File: src/rtl/fsnf_pkg.sv
// ----------------------------------------------------------------------------
// fsnf_pkg: shared types and constants of the short name formatter
// Holds the 8.3 name layout, the character codes and the phase type.
// ----------------------------------------------------------------------------
package fsnf_pkg;

   // Layout of the 11-byte directory name.
   localparam int NAME_BYTES = 11;
   localparam int EXT_START  = 8;
   localparam int POS_W      = 4;

   localparam logic [POS_W-1:0] LAST_POS = POS_W'(NAME_BYTES - 1);

   // Character codes.
   localparam logic [7:0] SPACE_CODE = 8'h20;
   localparam logic [7:0] DOT_CODE   = 8'h2E;
   localparam logic [7:0] LOWER_A    = 8'h61;
   localparam logic [7:0] LOWER_Z    = 8'h7A;
   localparam logic [7:0] CASE_DIFF  = 8'd32;
   localparam logic [7:0] END_CODE   = 8'h00;

   // One full 8.3 name, byte 0 in the low lane.
   typedef logic [NAME_BYTES-1:0][7:0] name_type;

   // Parser phase.
   typedef enum logic [1:0] {
      PH_BASE = 2'd0,
      PH_EXT  = 2'd1,
      PH_DONE = 2'd2
   } phase_type;

   // Lower-case letters become upper case; every other byte passes unchanged.
   function automatic logic [7:0] to_upper(input logic [7:0] c);
      logic [7:0] r;
      r = c;
      if (c inside {[LOWER_A:LOWER_Z]}) begin
         r = c - CASE_DIFF;
      end
      return r;
   endfunction

endpackage

File: src/rtl/fsnf_build.sv
// ----------------------------------------------------------------------------
// fsnf_build: name builder
// Tracks the parse phase and writes accepted characters that fit into the 11-byte
// name register; an end-of-name beat returns everything to all spaces.
// ----------------------------------------------------------------------------
module fsnf_build #(
   parameter int BASE_LEN = 8,
   parameter int EXT_LEN  = 3
) (
   input  logic               clock,
   input  logic               reset,
   input  logic               step,
   input  logic               flush,
   input  logic [7:0]         char_byte,
   output fsnf_pkg::name_type name
);
   import fsnf_pkg::*;

   phase_type  phase_ff, phase_in;
   logic [3:0] base_count_ff, base_count_in;
   logic [1:0] ext_count_ff, ext_count_in;
   name_type   store_ff, store_in;

   logic       wr_en;
   logic [3:0] wr_idx;
   logic       base_room;
   logic       ext_room;
   logic [1:0] ext_next;

   assign base_room = base_count_ff < 4'(BASE_LEN);
   assign ext_room  = ext_count_ff < 2'(EXT_LEN);
   assign ext_next  = ext_count_ff + 2'd1;

   // Next phase and counters for one character beat.
   always_comb begin
      phase_in      = phase_ff;
      base_count_in = base_count_ff;
      ext_count_in  = ext_count_ff;
      if (flush) begin
         phase_in      = PH_BASE;
         base_count_in = 4'd0;
         ext_count_in  = 2'd0;
      end else if (step) begin
         case (phase_ff)
            PH_BASE: begin
               if (char_byte == DOT_CODE) begin
                  phase_in = PH_EXT;
               end else if (char_byte == SPACE_CODE) begin
                  phase_in = PH_DONE;
               end else if (base_room) begin
                  base_count_in = base_count_ff + 4'd1;
               end
            end
            PH_EXT: begin
               if (char_byte == SPACE_CODE) begin
                  phase_in = PH_DONE;
               end else if (ext_room) begin
                  ext_count_in = ext_next;
                  if (ext_next == 2'(EXT_LEN)) begin
                     phase_in = PH_DONE;
                  end
               end else begin
                  phase_in = PH_DONE;
               end
            end
            default: begin
               phase_in = phase_ff;
            end
         endcase
      end
   end

   // Store write strobe and address for one character beat.
   always_comb begin
      wr_en  = 1'b0;
      wr_idx = base_count_ff;
      case (phase_ff)
         PH_BASE: begin
            wr_en  = step && base_room && (char_byte != DOT_CODE)
                     && (char_byte != SPACE_CODE);
            wr_idx = base_count_ff;
         end
         PH_EXT: begin
            wr_en  = step && ext_room && (char_byte != SPACE_CODE);
            wr_idx = 4'(EXT_START) + {2'b00, ext_count_ff};
         end
         default: begin
            wr_en = 1'b0;
         end
      endcase
   end

   // Name register update.
   always_comb begin
      store_in = store_ff;
      if (flush) begin
         store_in = {NAME_BYTES{SPACE_CODE}};
      end else if (wr_en) begin
         store_in[wr_idx] = to_upper(char_byte);
      end
   end

   always_ff @(posedge clock) begin
      if (reset) begin
         phase_ff      <= PH_BASE;
         base_count_ff <= 4'd0;
         ext_count_ff  <= 2'd0;
         store_ff      <= {NAME_BYTES{SPACE_CODE}};
      end else begin
         phase_ff      <= phase_in;
         base_count_ff <= base_count_in;
         ext_count_ff  <= ext_count_in;
         store_ff      <= store_in;
      end
   end

   assign name = store_ff;

endmodule

File: src/rtl/fsnf_emit.sv
// ----------------------------------------------------------------------------
// fsnf_emit: name emitter
// Captures a finished name and shifts it out one byte per result beat,
// with its position and a flag on the eleventh byte.
// ----------------------------------------------------------------------------
module fsnf_emit (
   input  logic                      clock,
   input  logic                      reset,
   input  logic                      load,
   input  fsnf_pkg::name_type        name,
   output logic                      load_ok,
   output logic                      rsp_valid,
   input  logic                      rsp_stall,
   output logic [7:0]                rsp_short_name_byte,
   output logic [fsnf_pkg::POS_W-1:0] rsp_byte_position,
   output logic                      rsp_last_byte
);
   import fsnf_pkg::*;

   logic             busy_ff, busy_in;
   logic [POS_W-1:0] pos_ff, pos_in;
   name_type         buf_ff, buf_in;
   logic             fire;
   logic             done;

   assign fire    = busy_ff && !rsp_stall;
   assign done    = fire && (pos_ff == LAST_POS);
   assign load_ok = !busy_ff || done;

   // Control: a new name may load in the cycle the last byte leaves.
   always_comb begin
      busy_in = busy_ff;
      pos_in  = pos_ff;
      if (load) begin
         busy_in = 1'b1;
         pos_in  = '0;
      end else if (done) begin
         busy_in = 1'b0;
      end else if (fire) begin
         pos_in = pos_ff + POS_W'(1);
      end
   end

   // Payload: byte 0 of the shift register is the byte on the port.
   always_comb begin
      buf_in = buf_ff;
      if (load) begin
         buf_in = name;
      end else if (fire) begin
         buf_in = {SPACE_CODE, buf_ff[NAME_BYTES-1:1]};
      end
   end

   always_ff @(posedge clock) begin
      if (reset) begin
         busy_ff <= 1'b0;
         pos_ff  <= '0;
      end else begin
         busy_ff <= busy_in;
         pos_ff  <= pos_in;
      end
   end

   always_ff @(posedge clock) begin
      buf_ff <= buf_in;
   end

   assign rsp_valid           = busy_ff;
   assign rsp_short_name_byte = buf_ff[0];
   assign rsp_byte_position   = pos_ff;
   assign rsp_last_byte       = (pos_ff == LAST_POS);

endmodule

File: src/rtl/fat_short_name_formatter_unit.sv
// ----------------------------------------------------------------------------
// fat_short_name_formatter_unit: FAT 8.3 short name formatter
// Accepts one name byte per cycle; non-zero bytes cause no result.
// A zero byte emits 11 result beats, the first in the cycle after it is taken.
// The name register frees at once, so the next name streams in meanwhile;
// a zero byte stalls only while the previous name is still being emitted.
// Synchronous reset returns to the base phase with an all-space name.
// ----------------------------------------------------------------------------
module fat_short_name_formatter_unit #(
   parameter int BASE_LEN = 8,
   parameter int EXT_LEN  = 3
) (
   input  logic                       clock,
   input  logic                       reset,
   input  logic                       req_valid,
   output logic                       req_stall,
   input  logic [7:0]                 req_name_byte,
   output logic                       rsp_valid,
   input  logic                       rsp_stall,
   output logic [7:0]                 rsp_short_name_byte,
   output logic [fsnf_pkg::POS_W-1:0] rsp_byte_position,
   output logic                       rsp_last_byte
);
   import fsnf_pkg::*;

   logic     is_end;
   logic     load_ok;
   logic     req_fire;
   logic     step;
   logic     flush;
   name_type name;

   // Only an end-of-name beat waits for the emitter.
   assign is_end    = (req_name_byte == END_CODE);
   assign req_stall = is_end && !load_ok;
   assign req_fire  = req_valid && !req_stall;
   assign step      = req_fire && !is_end;
   assign flush     = req_fire && is_end;

   fsnf_build #(
      .BASE_LEN (BASE_LEN),
      .EXT_LEN  (EXT_LEN)
   ) u_build (
      .clock     (clock),
      .reset     (reset),
      .step      (step),
      .flush     (flush),
      .char_byte (req_name_byte),
      .name      (name)
   );

   fsnf_emit u_emit (
      .clock               (clock),
      .reset               (reset),
      .load                (flush),
      .name                (name),
      .load_ok             (load_ok),
      .rsp_valid           (rsp_valid),
      .rsp_stall           (rsp_stall),
      .rsp_short_name_byte (rsp_short_name_byte),
      .rsp_byte_position   (rsp_byte_position),
      .rsp_last_byte       (rsp_last_byte)
   );

endmodule

File: config.mk
export PLATFORM = sky130hd
export DESIGN_NAME = fat_short_name_formatter_unit
export DESIGN_NICKNAME = d
export VERILOG_FILES = /design/src/rtl/fsnf_pkg.sv /design/src/rtl/fsnf_build.sv /design/src/rtl/fsnf_emit.sv /design/src/rtl/fat_short_name_formatter_unit.sv
export SDC_FILE = /design/constraint.sdc
export NUM_CORES = 1
export LEC_CHECK = 0
export ABC_AREA = 1
export ABC_CLOCK_PERIOD_IN_PS = 11200
export BUFFER_PORTS_ARGS = -buffer_cell sky130_fd_sc_hd__buf_2
export CAP_MARGIN = 10
export CORE_MARGIN = 3
export CORE_UTILIZATION = 45
export CTS_BUF_LIST = sky130_fd_sc_hd__clkbuf_8
export DETAILED_ROUTE_END_ITERATION = 7
export GPL_TIMING_DRIVEN = 0
export HOLD_SLACK_MARGIN = 0.12
export PLACE_DENSITY_LB_ADDON = 0.05
export SLEW_MARGIN = 20
export SYNTH_ARGS = -nofsm -noshare
export SYNTH_HDL_FRONTEND = slang
export SYNTH_HIERARCHICAL = 1
export SYNTH_SLANG_ARGS = --single-unit
File: constraint.sdc
create_clock -name clock -period 11.2 [get_ports clock]
set_input_delay 2.24 -clock clock [delete_from_list [all_inputs] [get_ports clock]]
set_output_delay 2.24 -clock clock [all_outputs]
set_load 0.05 [all_outputs]
==> impl_metrics.csv <==
group,metric,value,unit
critical_path,crit_family,"buffers and inverters",
route,drt_wl_total,20.3,mm
logic_synthesis,synth_area_leader_cell,"edfxtp_1",
critical_path,worst_r2r_endpoint,"u_emit/buf_ff[12]",
critical_path,critPathKind,"input pin to output port",
critical_path,arrival,3090,ps
global_route,grt_antenna_before_repair,0,
critical_path,cp_slowest_cell,"buf_2",
critical_path,cpPeakStageDelay,290,ps
final_layout,drive_gt1_frac,0.139,
power,powerDensity,141,nW/um2
floorplanning,start_util,0.465,
global_route,grt_max_degree,24,
logic_synthesis,syn-num-nets,948,
logic_synthesis,synth.avg_cell_area,8.78,um2
critical_path,cp.depth,6,
global_route,use_met2,0.326,
power,worst_ir_drop_vdd,71.3,uV
route,wl_per_cell,16.7,um
floorplanning,core,17500,um2
global_route,grt_usage,0.207,
power,p_sw_frac,0.242,
logic_synthesis,ys_seq_area_frac,0.572,
logic_synthesis,synth_top_area_share,0.324,
critical_path,cp_max_fo,8,
final_layout,antenna_cells,0,
global_route,grt_pass1_wl,31.4,mm
sta,finalCriticalPeriod,5330,ps
sta,maxSlewHeadroom,0.422,
logic_synthesis,ys_seq_elements,189,
status,run_status,"finished, final reports clean",
placed_design,dpl_cell_area,8690,um2
global_route,grt_pass1_vias,5528,
power,p_int,0.976,mW
power,seqPwrFrac,0.564,
logic_synthesis,ys_types,30,
final_layout,instances_no_fill,1216,
floorplanning,die-area,19800,um2
critical_path,reg2reg_depth,16,
critical_path,r2r-start,"u_emit/rsp_byte_position[0]",
critical_path,crit_end,"req_stall",
power,leakagePower,3.66,nW
critical_path,cp-end-kind,"output port",
critical_path,critPathBufInv,2,
cts,cts_max_path_buffers,2,
cts,clkSinkCount,189,
power,switchingPower,0.312,mW
sta,fin_tns_setup,0,ps
cts,cts_hold_buffers,0,
cts,ctsHtreeMaxLevel,4,
sta,hold_viol_final,0,
global_route,grt_busiest_layer,"met2",
final_layout,fin_area,9110,um2
floorplanning,die_h,141,um
global_route,grt_overflow_total,0,
sta,rsz0062_at_grt,"false",
critical_path,r2r_slack,8070,ps
placed_design,finalWeightedCongestion,0.761,
critical_path,crit_start,"rsp_stall",
sta,fin_crit_sh,0.476,
placed_design,dp_cells,1184,
critical_path,worstPathRequired,8960,ps
cts,cts.clk_slew.worst_paths,90,ps
route,avgViaCountPerCell,5.12,
logic_synthesis,syn_inst,929,
sta,worst_slew_pin_slew,867,ps
sta,max_freq,0.188,GHz
final_layout,area_growth,11.8,%
route,drc,0,
min_path,hold_path.class,"flop to flop",
route,ant_nets,0,
route,drtPass1Iterations,7,
placed_design,numPortBuffers,26,
final_layout,fill_cells,1715,
sta,report.final.slew_viol_count,0,
global_route,use_met1,0.298,
power,p_comb_frac,0.059,
final_layout,final_common_cell,"nand2_1",
job,maxCapViolations,0,
logic_synthesis,ys_warn_count,6,
route,num_vias,6231,
sta,timing.hold.ws,465,ps
cts,clock_latency,460,ps
sta,setup_viol,0,
floorplanning,num_rows,48,
route,drtIter0Drc,484,
final_layout,layout_common_cells,"nand2_1, nand3_1, dfxtp_1",
global_route,use_met3,0.0366,
power,p_total,1.29,mW
power,clock_power_share,0.376,
sta,skew,11.8,ps
cts,post_cts_buffers,0,
cts,post_cts_resized,0,
cts,cts_buffers,17,
critical_path,start_kind,"input pin",
floorplanning,ioPinCount,27,
logic_synthesis,synthTopCellsByArea,"edfxtp_1, dfxtp_1, nand2_1, nand3_1, a21oi_1",
placed_design,dp_hpwl,13.7,mm
cts,root_buffer,"clkbuf_8",
cts,cts_tree,"yes",
logic_synthesis,synth_area,8150,um2
critical_path,worstPathCellList,"buf_2, nor2_4, nand2_1, nand2_1, nor3_1, buf_2",
floorplanning,die_w,141,um
final_layout,fin_nets,997,
-- cells in the mapped netlist, drive strengths merged --
cell type,n
nand2,384
nand3,109
dfxtp,101
edfxtp,88
a21oi,85
nor2,44
buf,37
inv,33
clkbuf,19
ha,7
o21ai,7
nor3,6
nand4,3
or2,2
xor2,2
a31oi,1
nor3b,1
-- layer usage --
layer | up-vias | wire [um]
li1 | 3148 | -
met1 | 2933 | 9750
met3 | 19 | 782
met2 | 131 | 9480
met5 | - | 0
met4 | 0 | 305
-- worst min-delay path by stage --
stage,to,cells after the start,start
final,u_build/name[69],2,u_build/name[69]
after global routing,u_build/name[4],2,u_build/name[4]
after CTS,u_build/name[45],2,u_build/name[45]
after detailed placement,u_build/name[45],2,u_build/name[45]
after global placement,u_build/name[85],2,u_build/name[85]
after floorplan,u_build/name[85],2,u_build/name[85]
-- kinds of logic after synthesis --
logic type / Yosys count / synth area share
compound gates: 93 / 0.0586
xor+xnor: 2 / 0.00215
fa+ha+maj: 7 / 0.0107
buf+inv: 89 / 0.0598
flops: 189 / 0.572
simple gates: 549 / 0.297
-- per-stage QoR --
| step | setup WS, ps | utilization |
|---|---|---|
| after floorplan | 2120 | - |
| after global placement | -1520 | 0.488 |
| after detailed placement | 5860 | 0.495 |
| after CTS | 5860 | 0.520 |
| after global routing | 5780 | 0.520 |
| final | 5870 | 0.520 |
-- sequential cells by signal, indices dropped and copies added, names as in the netlist --
name / cells
u_emit/rsp_short_name_byte: 8
u_build/phase_ff: 2
u_emit/buf_ff: 80
u_build/ext_count_ff: 2
u_emit/rsp_byte_position: 4
u_emit/rsp_valid: 1
u_build/base_count_ff: 4
u_build/name: 88
-- cell type report --
type,instances,area (um2),share of cell area
buffer,56,364,0.0400
clock buffer,19,262,0.0287
clock inverter,13,164,0.0180
inverter,33,124,0.0136
multi-input combinational,651,3010,0.331
sequential,189,4660,0.512
tap,225,282,0.0309
timing repair buffer,30,240,0.0264
-- tightest hold or removal path, cell delays in order (launching register included) --
cell and delay, ps:
dfxtp_1 340, nand2_1 50, nand3_1 50
-- power by group through the flow --
stage	Clock, mW	Sequential, mW	Combinational (mW)
finish	0.485	0.727	0.0764
global route	0.523	0.728	0.0835
CTS	0.491	0.727	0.0760
detailed placement	0	0.743	0.0759
global placement	0	0.744	0.0753
floorplan	0	0.742	0.0498
No activity file was read; power rests on OpenSTA's default activity.
